File: src/rtl/core/alpha_bounding_box_unit_defines.svh
// Assertion macros for the alpha bounding box unit.
`ifndef ALPHA_BOUNDING_BOX_UNIT_DEFINES_SVH
`define ALPHA_BOUNDING_BOX_UNIT_DEFINES_SVH

// Clocked check, switched off while reset is held.
`define ABB_ASSERT(label, clk, rst_n, prop, msg) \
  label: assert property (@(posedge clk) disable iff (!rst_n) prop) else $error(msg);

// Clocked check that also holds during reset.
`define ABB_ASSERT_ALWAYS(label, clk, prop, msg) \
  label: assert property (@(posedge clk) prop) else $error(msg);

`endif

File: src/rtl/core/abb_pkg.sv
// Shared types and constants of the alpha bounding box unit.
package abb_pkg;

  localparam int ABB_MAX_DIM = 4096;
  localparam int CFG_W       = 13;
  localparam int BOX_DIM_W   = 14;
  localparam int PIXEL_W     = 32;
  localparam int CFG_IDX_W   = 3;

  localparam logic [CFG_W-1:0] RST_FRAME_DIM = 13'd4096;
  localparam logic [7:0]       ALPHA_MASK    = 8'hFF;

  typedef enum logic [CFG_IDX_W-1:0] {
    REG_FRAME_WIDTH  = 3'd0,
    REG_FRAME_HEIGHT = 3'd1,
    REG_RGBA_MODE    = 3'd2,
    REG_PRIOR_COL    = 3'd3,
    REG_PRIOR_ROW    = 3'd4,
    REG_PRIOR_WIDTH  = 3'd5,
    REG_PRIOR_HEIGHT = 3'd6
  } abb_reg_t;

  // Covered extent of one frame: smallest and one-past-last column and row.
  typedef struct packed {
    logic [CFG_W-1:0] min_col;
    logic [CFG_W-1:0] min_row;
    logic [CFG_W-1:0] end_col;
    logic [CFG_W-1:0] end_row;
  } abb_extent_t;

endpackage

File: src/rtl/core/alpha_bounding_box_unit.sv
// Alpha bounding box unit: top level with configuration, result stages and checks.
// Takes one pixel per clock in raster order and never stalls the source while the result
// path flows. At the last pixel of a frame the covered extent is latched in the frame
// extent stage, merged combinationally with the prior rectangle and registered in the
// result register that drives the result port. The input stalls only when a finished
// frame result is still held because the result port is stalled. Registers are
// written through the cfg_ port, which is always ready; write them only while idle.
`include "alpha_bounding_box_unit_defines.svh"

module alpha_bounding_box_unit import abb_pkg::*; #(
  parameter int MAX_DIM = ABB_MAX_DIM
) (
  input  logic                 clk,
  input  logic                 rst_n,
  input  logic                 in_valid,
  output logic                 in_stall,
  input  logic [PIXEL_W-1:0]   in_pixel_word,
  output logic                 out_valid,
  input  logic                 out_stall,
  output logic                 out_found_any,
  output logic [CFG_W-1:0]     out_box_col,
  output logic [CFG_W-1:0]     out_box_row,
  output logic [BOX_DIM_W-1:0] out_box_width,
  output logic [BOX_DIM_W-1:0] out_box_height,
  input  logic                 cfg_valid,
  output logic                 cfg_ready,
  input  logic [CFG_IDX_W-1:0] cfg_index,
  input  logic [CFG_W-1:0]     cfg_data
);

  logic [CFG_W-1:0] frame_width_r, frame_height_r;
  logic             rgba_mode_r;
  logic [CFG_W-1:0] prior_col_r, prior_row_r, prior_width_r, prior_height_r;

  logic             pix_acc, frame_end;
  abb_extent_t      extent_nxt;
  logic             ext_valid_r;
  abb_extent_t      ext_r;
  logic             out_ready, ext_ready;

  logic                 found, prior_ok;
  logic [CFG_W-1:0]     left, top;
  logic [BOX_DIM_W-1:0] right, bottom, prior_right, prior_bottom;
  logic                 res_found;
  logic [CFG_W-1:0]     res_col, res_row;
  logic [BOX_DIM_W-1:0] res_width, res_height;

  logic                 out_valid_r, out_found_any_r;
  logic [CFG_W-1:0]     out_box_col_r, out_box_row_r;
  logic [BOX_DIM_W-1:0] out_box_width_r, out_box_height_r;

  assign cfg_ready = 1'b1;

  always_ff @(posedge clk) begin
    if (!rst_n) begin
      frame_width_r  <= RST_FRAME_DIM;
      frame_height_r <= RST_FRAME_DIM;
      rgba_mode_r    <= 1'b0;
      prior_col_r    <= '0;
      prior_row_r    <= '0;
      prior_width_r  <= '0;
      prior_height_r <= '0;
    end else if (cfg_valid && cfg_ready) begin
      case (abb_reg_t'(cfg_index))
        REG_FRAME_WIDTH:  frame_width_r  <= cfg_data;
        REG_FRAME_HEIGHT: frame_height_r <= cfg_data;
        REG_RGBA_MODE:    rgba_mode_r    <= cfg_data[0];
        REG_PRIOR_COL:    prior_col_r    <= cfg_data;
        REG_PRIOR_ROW:    prior_row_r    <= cfg_data;
        REG_PRIOR_WIDTH:  prior_width_r  <= cfg_data;
        REG_PRIOR_HEIGHT: prior_height_r <= cfg_data;
        default: ;
      endcase
    end
  end

  assign out_ready = !out_valid_r || !out_stall;
  assign ext_ready = !ext_valid_r || out_ready;
  assign in_stall  = !ext_ready;
  assign pix_acc   = in_valid && !in_stall;

  abb_tracker #(
    .MAX_DIM(MAX_DIM)
  ) u_tracker (
    .clk          (clk),
    .rst_n        (rst_n),
    .pix_acc      (pix_acc),
    .pixel_word   (in_pixel_word),
    .frame_width  (frame_width_r),
    .frame_height (frame_height_r),
    .rgba_mode    (rgba_mode_r),
    .frame_end    (frame_end),
    .extent_nxt   (extent_nxt)
  );

  // Frame extent stage
  always_ff @(posedge clk) begin
    if (!rst_n) begin
      ext_valid_r <= 1'b0;
    end else if (ext_ready) begin
      ext_valid_r <= pix_acc && frame_end;
    end
  end

  always_ff @(posedge clk) begin
    if (ext_ready && pix_acc && frame_end) begin
      ext_r <= extent_nxt;
    end
  end

  // Merge with prior rectangle
  always_comb begin
    found        = (ext_r.end_col > ext_r.min_col) && (ext_r.end_row > ext_r.min_row);
    prior_ok     = (prior_width_r != '0) && (prior_height_r != '0);
    prior_right  = BOX_DIM_W'(prior_col_r) + BOX_DIM_W'(prior_width_r);
    prior_bottom = BOX_DIM_W'(prior_row_r) + BOX_DIM_W'(prior_height_r);
    left   = (prior_ok && prior_col_r < ext_r.min_col) ? prior_col_r : ext_r.min_col;
    top    = (prior_ok && prior_row_r < ext_r.min_row) ? prior_row_r : ext_r.min_row;
    right  = (prior_ok && prior_right > BOX_DIM_W'(ext_r.end_col)) ?
             prior_right : BOX_DIM_W'(ext_r.end_col);
    bottom = (prior_ok && prior_bottom > BOX_DIM_W'(ext_r.end_row)) ?
             prior_bottom : BOX_DIM_W'(ext_r.end_row);
    res_found = found;
    if (found) begin
      res_col    = left;
      res_row    = top;
      res_width  = right - BOX_DIM_W'(left);
      res_height = bottom - BOX_DIM_W'(top);
    end else begin
      res_col    = prior_col_r;
      res_row    = prior_row_r;
      res_width  = BOX_DIM_W'(prior_width_r);
      res_height = BOX_DIM_W'(prior_height_r);
    end
  end

  // Result register
  always_ff @(posedge clk) begin
    if (!rst_n) begin
      out_valid_r <= 1'b0;
    end else if (out_ready) begin
      out_valid_r <= ext_valid_r;
    end
  end

  always_ff @(posedge clk) begin
    if (out_ready && ext_valid_r) begin
      out_found_any_r  <= res_found;
      out_box_col_r    <= res_col;
      out_box_row_r    <= res_row;
      out_box_width_r  <= res_width;
      out_box_height_r <= res_height;
    end
  end

  assign out_valid      = out_valid_r;
  assign out_found_any  = out_found_any_r;
  assign out_box_col    = out_box_col_r;
  assign out_box_row    = out_box_row_r;
  assign out_box_width  = out_box_width_r;
  assign out_box_height = out_box_height_r;

  `ABB_ASSERT(a_found_box_nonempty, clk, rst_n, out_valid && out_found_any |-> out_box_width != '0 && out_box_height != '0, "found transaction with empty box")
  `ABB_ASSERT(a_backpressure_stalls_input, clk, rst_n, ext_valid_r && out_valid && out_stall |-> in_stall, "input not stalled while result path is full")
  `ABB_ASSERT(a_frame_end_captured, clk, rst_n, pix_acc && frame_end |=> ext_valid_r, "frame end not captured")
  `ABB_ASSERT_ALWAYS(a_cfg_always_ready, clk, cfg_ready, "configuration port not ready")

endmodule

File: src/rtl/core/abb_tracker.sv
// Raster position counters and covered-extent tracking for one frame.
module abb_tracker import abb_pkg::*; #(
  parameter int MAX_DIM = ABB_MAX_DIM
) (
  input  logic              clk,
  input  logic              rst_n,
  input  logic              pix_acc,
  input  logic [PIXEL_W-1:0] pixel_word,
  input  logic [CFG_W-1:0]  frame_width,
  input  logic [CFG_W-1:0]  frame_height,
  input  logic              rgba_mode,
  output logic              frame_end,
  output abb_extent_t       extent_nxt
);

  localparam int CW = $clog2(MAX_DIM);
  localparam int KW = (CW > CFG_W) ? CW : CFG_W;

  function automatic logic [CFG_W-1:0] eff_dim(input logic [CFG_W-1:0] v);
    logic [CFG_W-1:0] r;
    r = v;
    if (v == '0) begin
      r = CFG_W'(1);
    end else if (32'(v) > 32'(MAX_DIM)) begin
      r = CFG_W'(MAX_DIM);
    end
    return r;
  endfunction

  logic [CW-1:0]    col_r, col_nxt;
  logic [CW-1:0]    row_r, row_nxt;
  abb_extent_t      ext_r;
  logic [CFG_W-1:0] eff_w, eff_h, col13, row13;
  logic [7:0]       alpha;
  logic             covered, last_col, last_row;

  always_comb begin
    eff_w    = eff_dim(frame_width);
    eff_h    = eff_dim(frame_height);
    alpha    = (rgba_mode ? pixel_word[31:24] : pixel_word[7:0]) & ALPHA_MASK;
    covered  = (alpha != 8'd0);
    last_col = KW'(col_r) >= KW'(eff_w - CFG_W'(1));
    last_row = KW'(row_r) >= KW'(eff_h - CFG_W'(1));
    frame_end = last_col && last_row;
    col13    = CFG_W'(col_r);
    row13    = CFG_W'(row_r);

    extent_nxt = ext_r;
    if (covered) begin
      if (col13 < ext_r.min_col) extent_nxt.min_col = col13;
      if (row13 < ext_r.min_row) extent_nxt.min_row = row13;
      if (col13 + CFG_W'(1) > ext_r.end_col) extent_nxt.end_col = col13 + CFG_W'(1);
      extent_nxt.end_row = row13 + CFG_W'(1);
    end

    col_nxt = last_col ? '0 : col_r + CW'(1);
    row_nxt = row_r;
    if (last_col) begin
      row_nxt = last_row ? '0 : row_r + CW'(1);
    end
  end

  always_ff @(posedge clk) begin
    if (!rst_n) begin
      col_r         <= '0;
      row_r         <= '0;
      ext_r.min_col <= eff_dim(RST_FRAME_DIM);
      ext_r.min_row <= eff_dim(RST_FRAME_DIM);
      ext_r.end_col <= '0;
      ext_r.end_row <= '0;
    end else if (pix_acc) begin
      col_r <= col_nxt;
      row_r <= row_nxt;
      if (frame_end) begin
        ext_r.min_col <= eff_w;
        ext_r.min_row <= eff_h;
        ext_r.end_col <= '0;
        ext_r.end_row <= '0;
      end else begin
        ext_r <= extent_nxt;
      end
    end
  end

endmodule

File: config.mk
export PLATFORM = sky130hd
export DESIGN_NAME = alpha_bounding_box_unit
export DESIGN_NICKNAME = d
export VERILOG_FILES = /design/src/rtl/core/abb_pkg.sv /design/src/rtl/core/alpha_bounding_box_unit.sv /design/src/rtl/core/abb_tracker.sv
export VERILOG_INCLUDE_DIRS = /design/src /design/src/rtl/core
export SDC_FILE = /design/constraint.sdc
export NUM_CORES = 1
export LEC_CHECK = 0
export ABC_AREA = 1
export BUFFER_PORTS_ARGS = -buffer_cell sky130_fd_sc_hd__buf_2
export CORE_MARGIN = 3
export CORE_UTILIZATION = 50
export CTS_BUF_LIST = sky130_fd_sc_hd__clkbuf_2
export CTS_CLUSTER_SIZE = 25
export DETAILED_ROUTE_END_ITERATION = 6
export PLACE_DENSITY = 0.72
export SYNTH_ARGS = -nofsm -noshare
export SYNTH_HDL_FRONTEND = slang
export SYNTH_SLANG_ARGS = --single-unit
File: constraint.sdc
create_clock -name clk -period 4.98 [get_ports clk]
set_input_delay 0.498 -clock clk [delete_from_list [all_inputs] [get_ports clk]]
set_output_delay 0.498 -clock clk [all_outputs]
set_load 0.02 [all_outputs]
# After elaboration in Yosys (flattened, before gate mapping)
# Index checks and enable logic that the tools add are counted.
classes:
  order_cmp: 13
  n_eq_ne: 6
  muxes: 20
  addsub: 10
  reduce_logical: 32
ops:
  columns: ["operator", "count"]
  rows:
  - ["two-way mux 13 bit", 13]
  - ["two-way mux 52 bit", 2]
  - ["greater-than comparator 13 bit", 3]
  - ["adder 13 x 13 -> 14 bit", 2]
  - ["greater-than comparator 14 x 13 -> 1 bit", 2]
  - ["two-way mux 14 bit", 2]
  - ["subtractor 14 x 13 -> 14 bit", 2]
  - ["adder 12 x 1 -> 13 bit (second input constant)", 2]
  - ["greater-or-equal comparator 12 x 13 -> 1 bit", 2]
  - ["greater-than comparator 13 bit (second input constant)", 2]
  - ["logical NOT 13 bit", 2]
  - ["less-than comparator 12 x 13 -> 1 bit", 2]
  - ["less-than comparator 13 bit", 2]
  - ["nonzero test 13 bit", 2]
  - ["subtractor 13 x 1 -> 13 bit (second input constant)", 2]
  - ["adder 12 x 1 -> 12 bit (second input constant)", 2]
  - ["two-way mux 12 bit", 2]
  - ["AND reduction 2 bit", 8]
  - ["logical AND 1 bit", 12]
  - ["== test 3 bit (second input constant)", 3]
  - ["two-way mux 8 bit", 1]
  - ["nonzero test 8 bit", 1]
  - ["== test 3 x 2 -> 1 bit (second input constant)", 2]
  - ["logical NOT 1 bit", 4]
  - ["other kinds (3)", 4]
totals:
  input_bits: 53
  elab_cells: 107
  register_bits: 264

# Longest topological paths before layout
# Gate-level depths: netlist of the first run.
depth:
  ltp_word: 7
  ltp_mapped: 36
  mapped_depth_nobuf: 36

# Cells and area by module
# Synthesis of the first run repeated with hierarchy kept, for this count alone.
hier_totals:
  hier_cells: 2495
  hier_area_um2: 18246.2
by_module_without_submodules:
  columns: ["mod", "area_each_um2", "cells_per_inst", "n_inst"]
  rows:
  - ["alpha_bounding_box_unit", 11875.1, 1487, 1]
  - ["abb_tracker", 6371.1, 1008, 1]

# Least setup slack after synthesis of the first run
# OpenSTA, ideal clock, no wires.
synth_path:
  path_kind: "reg2reg"
  start: "register prior_row_r[2]"
  end: "register out_box_height_r[12] (netlist: out_box_height[12]), data pin"
  required_ps: 4718
  path_stages_with_launch: 31
  setup_slack_ps: 3
  t_arrival_ps: 4716
  path_cell_list: "dfxtp_1 ha_1 a21oi_1 nand2_1 a31oi_1 o21ai_0 a21oi_1 o21ai_0 xor2_1 inv_1 ha_1 nand2_1 inv_1 nand4_1 o211ai_1 a21oi_1 o21ai_1 clkbuf_1 o21ai_0 fa_1 nand3_1 nand2_1 a21oi_1 o21ai_0 nand2_1 inv_1 nor2_1 nor2_1 nor2_1 xor2_1 o21ai_0"
synth_via:
  elab_chain_cells: 6
  word_cells_on_any_way: 9
  cone_classes: "2 x add/sub; 2 x order compare; 3 x mux; 2 x reduce/logical"
synth_lines:
  columns: ["element", "line", "source"]
  rows:
  - ["start: declaration", "alpha_bounding_box_unit.sv:33", "logic [CFG_W-1:0] prior_col_r, prior_row_r, prior_width_r, prior_height_r;"]
  - ["start signal: assignment", "alpha_bounding_box_unit.sv:69", "REG_PRIOR_ROW: prior_row_r <= cfg_data;"]
  - ["adder 13 x 13 -> 14 bit", "alpha_bounding_box_unit.sv:116", "prior_bottom = BOX_DIM_W'(prior_row_r) + BOX_DIM_W'(prior_height_r);"]
  - ["greater-than comparator 14 x 13 -> 1 bit", "alpha_bounding_box_unit.sv:121", "bottom = (prior_ok && prior_bottom > BOX_DIM_W'(ext_r.end_row)) ?"]
  - ["logical AND 1 bit", "alpha_bounding_box_unit.sv:121", null]
  - ["two-way mux 14 bit", "alpha_bounding_box_unit.sv:121", null]
  - ["subtractor 14 x 13 -> 14 bit *", "alpha_bounding_box_unit.sv:128", "res_height = bottom - BOX_DIM_W'(top);"]
  - ["two-way mux 13 bit *", "alpha_bounding_box_unit.sv:124", "if (found) begin"]
  - ["via res_height[12]", "alpha_bounding_box_unit.sv:46", "logic [BOX_DIM_W-1:0] res_width, res_height;"]
  - ["end signal: assignment", "alpha_bounding_box_unit.sv:152", "out_box_height_r <= res_height;"]
  - ["end: declaration", "alpha_bounding_box_unit.sv:50", "logic [BOX_DIM_W-1:0] out_box_width_r, out_box_height_r;"]
# The timed path passes the listed nets; every way through them passes the cells marked *.
# A chain may end at the register's enable or synchronous reset.

# Worst setup path after layout of the first run
layout_path:
  start: "register prior_width_r[2]"
  end: "register out_box_width_r[12] (netlist: out_box_width[12]), data pin"
layout_via:
  elab_chain_cells: 6
  word_cells_on_any_way: 10
  cone_classes: "2 x add/sub; 1 x order compare; 3 x mux; 4 x reduce/logical"
layout_lines:
  columns: ["element", "line", "source"]
  rows:
  - ["start: declaration", "alpha_bounding_box_unit.sv:33", null]
  - ["start signal: assignment", "alpha_bounding_box_unit.sv:70", "REG_PRIOR_WIDTH: prior_width_r <= cfg_data;"]
  - ["adder 13 x 13 -> 14 bit or nonzero test 13 bit (tied branches)", "alpha_bounding_box_unit.sv:115, alpha_bounding_box_unit.sv:114", null]
  - ["greater-than comparator 14 x 13 -> 1 bit or logical AND 1 bit (tied branches)", "alpha_bounding_box_unit.sv:119, alpha_bounding_box_unit.sv:114", null]
  - ["logical AND 1 bit, on equally long branches", "alpha_bounding_box_unit.sv:119, alpha_bounding_box_unit.sv:117", null]
  - ["two-way mux 14 bit or two-way mux 13 bit (tied branches)", "alpha_bounding_box_unit.sv:119, alpha_bounding_box_unit.sv:117", null]
  - ["subtractor 14 x 13 -> 14 bit *", "alpha_bounding_box_unit.sv:127", "res_width = right - BOX_DIM_W'(left);"]
  - ["two-way mux 13 bit *", "alpha_bounding_box_unit.sv:124", null]
  - ["via res_width[12]", "alpha_bounding_box_unit.sv:46", null]
  - ["end signal: assignment", "alpha_bounding_box_unit.sv:151", "out_box_width_r <= res_width;"]
  - ["end: declaration", "alpha_bounding_box_unit.sv:50", null]
# Marks and branches as above.

==> impl_results.md, run 1 <==
* Status: finished, final reports clean
* Placed cell count at between 2000 and 3000
* Sequential Power Share at 45.3%
* Number of buffers and inverters on the critical path at 3
* Worst setup SP type: flip-flop
* Port Buffers at 93
* Cts bufs inserted at 70
* Syn Std Cell Area at around 0.018 sq mm
* Fillers at ~3200
* Synth Instances at 2351
* Comb pwr share at between 20 and 25%
* Total die area at 0.0373 sq mm
* DRC viols at 0
* Number of flops mapped to enable cells by yosys at between 100 and 150
* Clock root buffer: clkbuf_2
* Final core occ at 59.5%
* Final net count at 2811
* Fin cells at about 3000
* R2R setup slack at a little under 0.2 ns
* Largest buffer count on any clock path at 3
* Main synth FF type: dfxtp_1
* CTS tree: done
* Most frequent cell after synthesis: nand2_1
* DP HPWL at 35.2 mm
* Critical-path maximum fanout at 8
* Final setup vio count at 0
* Power per Cell Area at 251 mW/mm^2
* Worst Path Required at between 5 and 6 ns
* Most frequent cells after synthesis: nand2_1, o21ai_0, inv_1
* # H-tree levels at 3
* Clock skew at around 0.051 ns
* Vias per inst at roughly 5.3
* Avg Inst Size Synth at between 7 and 8 sq um
* CP max stage cell: dfxtp_1
* Layout cells sized above 1 at 16.7%
* CP Capture Type: flip-flop
* Sequential share of the synthesized area at between 30% and 40%
* Final min period at 4.79 ns
* Sw Pwr at between 0.0015 and 0.002 W
* Leak at approximately 9.8 nW
* Synth Warn # at 0
* RePlAce Congestion at between 0.8 and 0.9
* Initial antenna violation count at 3
* #FFs+latches synth at between 200 and 300
* I/O pins at 111
* Wire length per cell at 15.6 um
* Final period util at 96.1%
* Net count after synthesis at 2599
* Crit-path max cell delay at 0.41 ns
* Max-Cap Viols at 0
* Async SR Flop Fraction at 0%
* Via count at about 16000
* Clock-pin transition on the worst setup and hold timing paths at ~0.10 ns
* Top cell family by delay on the critical path: compound AO/OA/AOI/OAI gates
* First-pass DRT Iterations at 5
* Clk sink count at 264
* Largest net degree at the start of global routing at 68
* Internal power at ~0.0034 W
* RSZ-0062 raised after global routing: yes
* Die width at 193 um
* Yosys cell types at 51
* Slew @ Worst Pin at between 1 and 1.5 ns
* Hold Vio Cnt, Final at 0
* Hold WC Path Type: input pin to flip-flop
* Layout area overhead at 15.7%
* WHS at 0.0993 ns
* Top area cells in the synthesized netlist: edfxtp_1, dfxtp_1, ha_1
* Max_slew headroom at between 20% and 30%
* Clock power share at roughly a third
* Most used cell, CP: nand2_1
* Placement row count at 67
* Initial Util at between 50% and 60%
* Overall routing resource usage at 25.3%
* Final WS setup at roughly 0.19 ns
* Drt total wl at 47.8 mm
* Final Max Tran Viols at 0
* Switching share of power at 32.5%
* Grt ovf at 0
* Core Box Area at 0.0340 sq mm
* Dpl ws at -0.147 ns
* DRT iter0 DRCs at roughly 1000
* Chip Height at between 150 and 200 um
* Area leader, netlist: edfxtp_1
* Cell Area, Placed at 0.0190 sq mm
* CP Class: flip-flop to flip-flop
* Clk Latency, worst-skew pair at 0.87 ns
* Worst vdd ir at 144 uV
* Antenna viol nets, final at 0
* Vias in the first global route at 15100
* CP arrival at about 5.4 ns
* First-pass GRT wire length at approximately 75 mm
* Share of the synthesized area in the top cell type at a little under a fifth
* Final Cell Area at between 0.02 and 0.025 sq mm
* Peak Freq at around 210 MHz
-- through the flow --
stage               setup TNS [ns]  power [W]
finish                           0    0.00509
CTS                              0    0.00506
floorplan                        0    0.00304
global route                -0.927    0.00540
detailed placement          -0.435    0.00338
global placement          -0.00219    0.00336
-- cells by family (layout without fill, tap and decap cells) --
group	count (synthesis)	in the layout	share of synthesized area [%]
adder cells (fa/ha/maj)	195	195	14.1
buffers and inverters	357	626	7.95
AND/OR/NAND/NOR	959	959	22.8
other	1	4	0.0214
flip-flops	264	264	36.3
AO/OA/AOI/OAI	499	499	15.0
XOR/XNOR	76	76	3.80
-- power groups by stage --
stage	clock [W]	sequential, W	combinational, W
2_1_floorplan	0	0.00235	0.000695
3_3_place_gp	0	0.00235	0.00101
3_5_place_dp	0	0.00235	0.00103
4_1_cts	0.00170	0.00230	0.00106
5_1_grt	0.00183	0.00231	0.00127
6_report	0.00165	0.00231	0.00113
-- worst min-delay path, delay by kind of cell --
family | cells | cell delay [ns]
buffers and inverters | 1 | 0.23
and+or+nand+nor | 2 | 0.19
-- metal layers --
layer  vias up  GRT usage, %  share of wire (%)
met3        84          4.74                8.2
met1      7454          34.1                 45
met5         -             0                  0
met4         0          9.51                3.1
met2       566          40.7                 44
li1       8271             -                  -
-- path summary, 6_finish.rpt --
kind	start	to	cells after the start
max	prior_width_r[2]	out_box_width[12]	32
min	cfg_data[7]	prior_row_r[7]	3
max reg2reg	prior_width_r[2]	out_box_width[12]	32
min reg2reg	u_tracker.ext_r[12]	u_tracker.ext_r[12]	2
-- flip-flops by register name, summed over array words and instances (netlist names), 14 cells and up --
signal / cells
out_box_width: 14
out_box_height: 14
ext_r: 52
u_tracker.ext_r: 52
-- repair_timing --
item                                   in CTS  in global routing
hold buffers                               14                  0
endpoints found under the hold margin      19                  0
cloned                                      1                  1
pin swaps                                   8                 35
buffers inserted                            3                  7
resized for setup                          19                 93
setup endpoints to repair                   5                 18
-- area by class of cell --
| cell class | instances | area (sq um) | area share (%) |
|---|---|---|---|
| multi-input combinational | 1730 | 10100 | 49.7 |
| sequential | 264 | 6370 | 31.4 |
| timing repair buffer | 216 | 1480 | 7.28 |
| inverter | 281 | 1050 | 5.21 |
| tap | 448 | 561 | 2.77 |
| clock buffer | 105 | 526 | 2.59 |
| clock inverter | 24 | 185 | 0.914 |
| antenna | 3 | 7.51 | 0.0371 |
-- placed cells by master (no fill, tap or decap), types with 7 or more instances in the layout --
| master | Yosys | routed |
|---|---|---|
| nand3_2 | 12 | 16 |
| xnor2_1 | 13 | 12 |
| inv_1 | 273 | 270 |
| clkbuf_2 | 0 | 105 |
| edfxtp_1 | 107 | 107 |
| o211ai_1 | 7 | 7 |
| inv_2 | 7 | 10 |
| nand2_2 | 7 | 19 |
| dfxtp_1 | 157 | 148 |
| nand3_1 | 79 | 75 |
| clkinv_2 | 0 | 7 |
| a21oi_1 | 172 | 155 |
| a21oi_2 | 1 | 16 |
| clkinv_1 | 1 | 13 |
| o21ai_1 | 7 | 19 |
| dfxtp_2 | 0 | 8 |
| buf_2 | 12 | 94 |
| nor3_1 | 23 | 22 |
| ha_1 | 191 | 184 |
| nand2_1 | 544 | 532 |
| o21ai_2 | 4 | 15 |
| nand4_1 | 20 | 20 |
| o21ai_0 | 274 | 251 |
| xor2_1 | 63 | 62 |
| nor4_1 | 10 | 10 |
| dlygate4sd3_1 | 0 | 14 |
| buf_4 | 6 | 103 |
| nor2_1 | 250 | 249 |
Power figures use the tool's default switching activity.
==> run 2, diff against run 1 <==
- ABC_AREA: 1 -> default
==> impl_results.md, run 2 <==
* Max_slew headroom at between 20% and 30%
* DRC viols at 0
* Clk Latency, worst-skew pair at 0.95 ns
* Clock skew at approximately 0.1 ns
* CTS tree: done
* RePlAce Congestion at about 0.9
* Final setup vio count at 19
* # H-tree levels at 3
* Wire length per cell at 18.3 um
* Final Cell Area at ~0.021 sq mm
* DRT iter0 DRCs at ~1300
* Chip Height at roughly 190 um
* Final core occ at roughly three fifths
* Share of the synthesized area in the top cell type at between 10% and 20%
* Via count at roughly 16000
* Layout cells sized above 1 at about 25%
* RSZ-0062 raised after global routing: yes
* Most frequent cells after synthesis: nand2_1, ha_1, dfxtp_1
* Most common cell after layout, fill and taps aside: nand2_1
* Leak at 9.29 nW
* Commonest cells after routing, fill and taps aside: nand2_1, buf_4, ha_1
* Worst vdd ir at 141 uV
* Worst setup SP type: flip-flop
* Slew @ Worst Pin at 1.12 ns
* DP HPWL at 37.9 mm
* Net count after synthesis at around 2200
* Initial Util at 51.1%
* Synth Instances at 1933
* Synth Warn # at 0
* Die width at 192 um
* First-pass GRT wire length at ~79 mm
* Sequential Power Share at approximately half
* Main synth FF type: dfxtp_1
* Top area cells in the synthesized netlist: edfxtp_1, dfxtp_1, ha_1
* Largest net degree at the start of global routing at 67
* Core Box Area at 0.0338 sq mm
* First-pass DRT Iterations at 5
* Final min period at roughly 5.8 ns
* Largest buffer count on any clock path at 3
* Vias per inst at 5.66
* Max-Cap Viols at 0
* Most used cell, CP: buf_4
* Overall routing resource usage at 27.3%
* Port Buffers at 93
* #FFs+latches synth at between 200 and 300
* Final net count at about 2500
* Hold WC Path Type: input pin to flip-flop
* Clk sink count at between 200 and 300
* Yosys cell types at slightly above 80
* Sw Pwr at 0.00139 W
* Cts bufs inserted at a little over 70
* CP Class: flip-flop to flip-flop
* Final WS setup at -0.788 ns
* Clock root buffer: clkbuf_2
* Failing checks: negative setup slack
* Placement row count at 67
* Clock-pin transition on the worst setup and hold timing paths at between 0.1 and 0.15 ns
* Crit-path max cell delay at between 0.4 and 0.5 ns
* Layout area overhead at 21.1%
* Initial antenna violation count at 2
* Number of flops mapped to enable cells by yosys at 107
* Power per Cell Area at around 220 mW/mm^2
* Sequential share of the synthesized area at a little under two fifths
* CP arrival at 6.42 ns
* Biggest registers after layout: ext_r x52, u_tracker.ext_r x52
* Internal power at about 0.0033 W
* Critical-path maximum fanout at 4
* CP Capture Type: flip-flop
* Antenna viol nets, final at 0
* Most frequent cell after synthesis: nand2_1
* Vias in the first global route at about 15000
* Peak Freq at 173 MHz
* Status: finished, violations left
* Worst Path Required at 5.63 ns
* Avg Inst Size Synth at 8.94 sq um
* Total die area at ~0.037 sq mm
* Final period util at 116%
* Comb pwr share at 14.3%
* Syn Std Cell Area at between 0.015 and 0.02 sq mm
* Drt total wl at between 50 and 60 mm
* Area leader, netlist: edfxtp_1
* Async SR Flop Fraction at 0%
* Cell Area, Placed at 0.0196 sq mm
* Final Max Tran Viols at 0
* CP max stage cell: or4_4
* Switching share of power at 29.6%
* Grt ovf at 0
* I/O pins at ~110
* Clock power share at between 30% and 40%
* Hold Vio Cnt, Final at 0
run 2: cell type report:
| type | count | area, sq um |
|---|---|---|
| diodes | 1 | 2.50 |
| clock buffers | 98 | 490 |
| clock inverters | 33 | 246 |
| fillers | 2847 | 12900 |
| inverters | 114 | 428 |
| multi-input cells | 1483 | 10700 |
| flip-flops and latches | 264 | 6370 |
| well taps | 448 | 561 |
| repair buffers | 306 | 2140 |
run 2: through the flow:
step / power (W) / setup slack, ns / TNS (ns) / cells / hold WS (ns)
after CTS: 0.00471 / -0.752 / -6.73 / 2737 / 0.0585
after floorplan: 0.00272 / -0.561 / -2.23 / 1933 / 0.437
after detailed placement: 0.00294 / -0.929 / -8.21 / 2581 / 0.458
after global routing: 0.00492 / -1.17 / -12.73 / 2747 / 0.102
after global placement: 0.00293 / -0.854 / -6.87 / 2581 / 0.455
final: 0.00469 / -0.788 / -7.03 / 2747 / 0.149
run 2: logic make-up after synthesis:
| family | count (synthesis) | share of synthesized area [%] |
|---|---|---|
| adders and majority gates | 195 | 14.3 |
| DFF | 264 | 36.8 |
| other | 1 | 0.0217 |
| muxes | 75 | 5.01 |
| and+or+nand+nor | 646 | 17.4 |
| xor gates and xnor gates | 67 | 3.40 |
| buffers and inverters | 186 | 4.22 |
| AOI/OAI and AO/OA | 499 | 18.8 |
run 2: path summary, 6_finish.rpt:
path	from	to	slack, ns	depth (start not counted)
worst max-delay path	prior_width_r[0]	out_box_width[12]	-0.79	27
worst min-delay path	in_valid	u_tracker.col_r[4]	0.15	5
worst max register to register	prior_width_r[0]	out_box_width[12]	-0.79	27
worst min register to register	u_tracker.ext_r[1]	u_tracker.ext_r[1]	0.48	1
run 2: power groups by stage:
stage / sequential, W / clock, W / combinational (W)
2_1_floorplan: 0.00233 / 0 / 0.000393
3_3_place_gp: 0.00233 / 0 / 0.000599
3_5_place_dp: 0.00233 / 0 / 0.000609
4_1_cts: 0.00229 / 0.00179 / 0.000643
5_1_grt: 0.00229 / 0.00190 / 0.000732
6_report: 0.00229 / 0.00173 / 0.000671
run 2: critical path: cells and delay by family, from the launching register on:
kind	cells	cell delay, ns
buffers and inverters	3	0.45
flip-flops	1	0.36
adder cells (fa/ha/maj)	3	0.72
multiplexers	1	0.31
XOR/XNOR	1	0.16
AO/OA/AOI/OAI	11	2.21
AND/OR/NAND/NOR	8	1.26
run 2: layer usage:
metal / vias to the layer above / wire [um] / track usage (%)
met5: - / 0 / 0
met4: 0 / 1680 / 10.6
met3: 112 / 3210 / 4.47
li1: 7588 / - / -
met2: 493 / 22400 / 42.4
met1: 7348 / 23100 / 38.1
run 2: what timing repair did:
action,CTS,global route
setup endpoints to repair,20,39
gates cloned,0,0
setup buffers,10,9
hold buffers,15,0
pin swaps,22,27
resized for setup,32,24
hold endpoints to repair,97,0
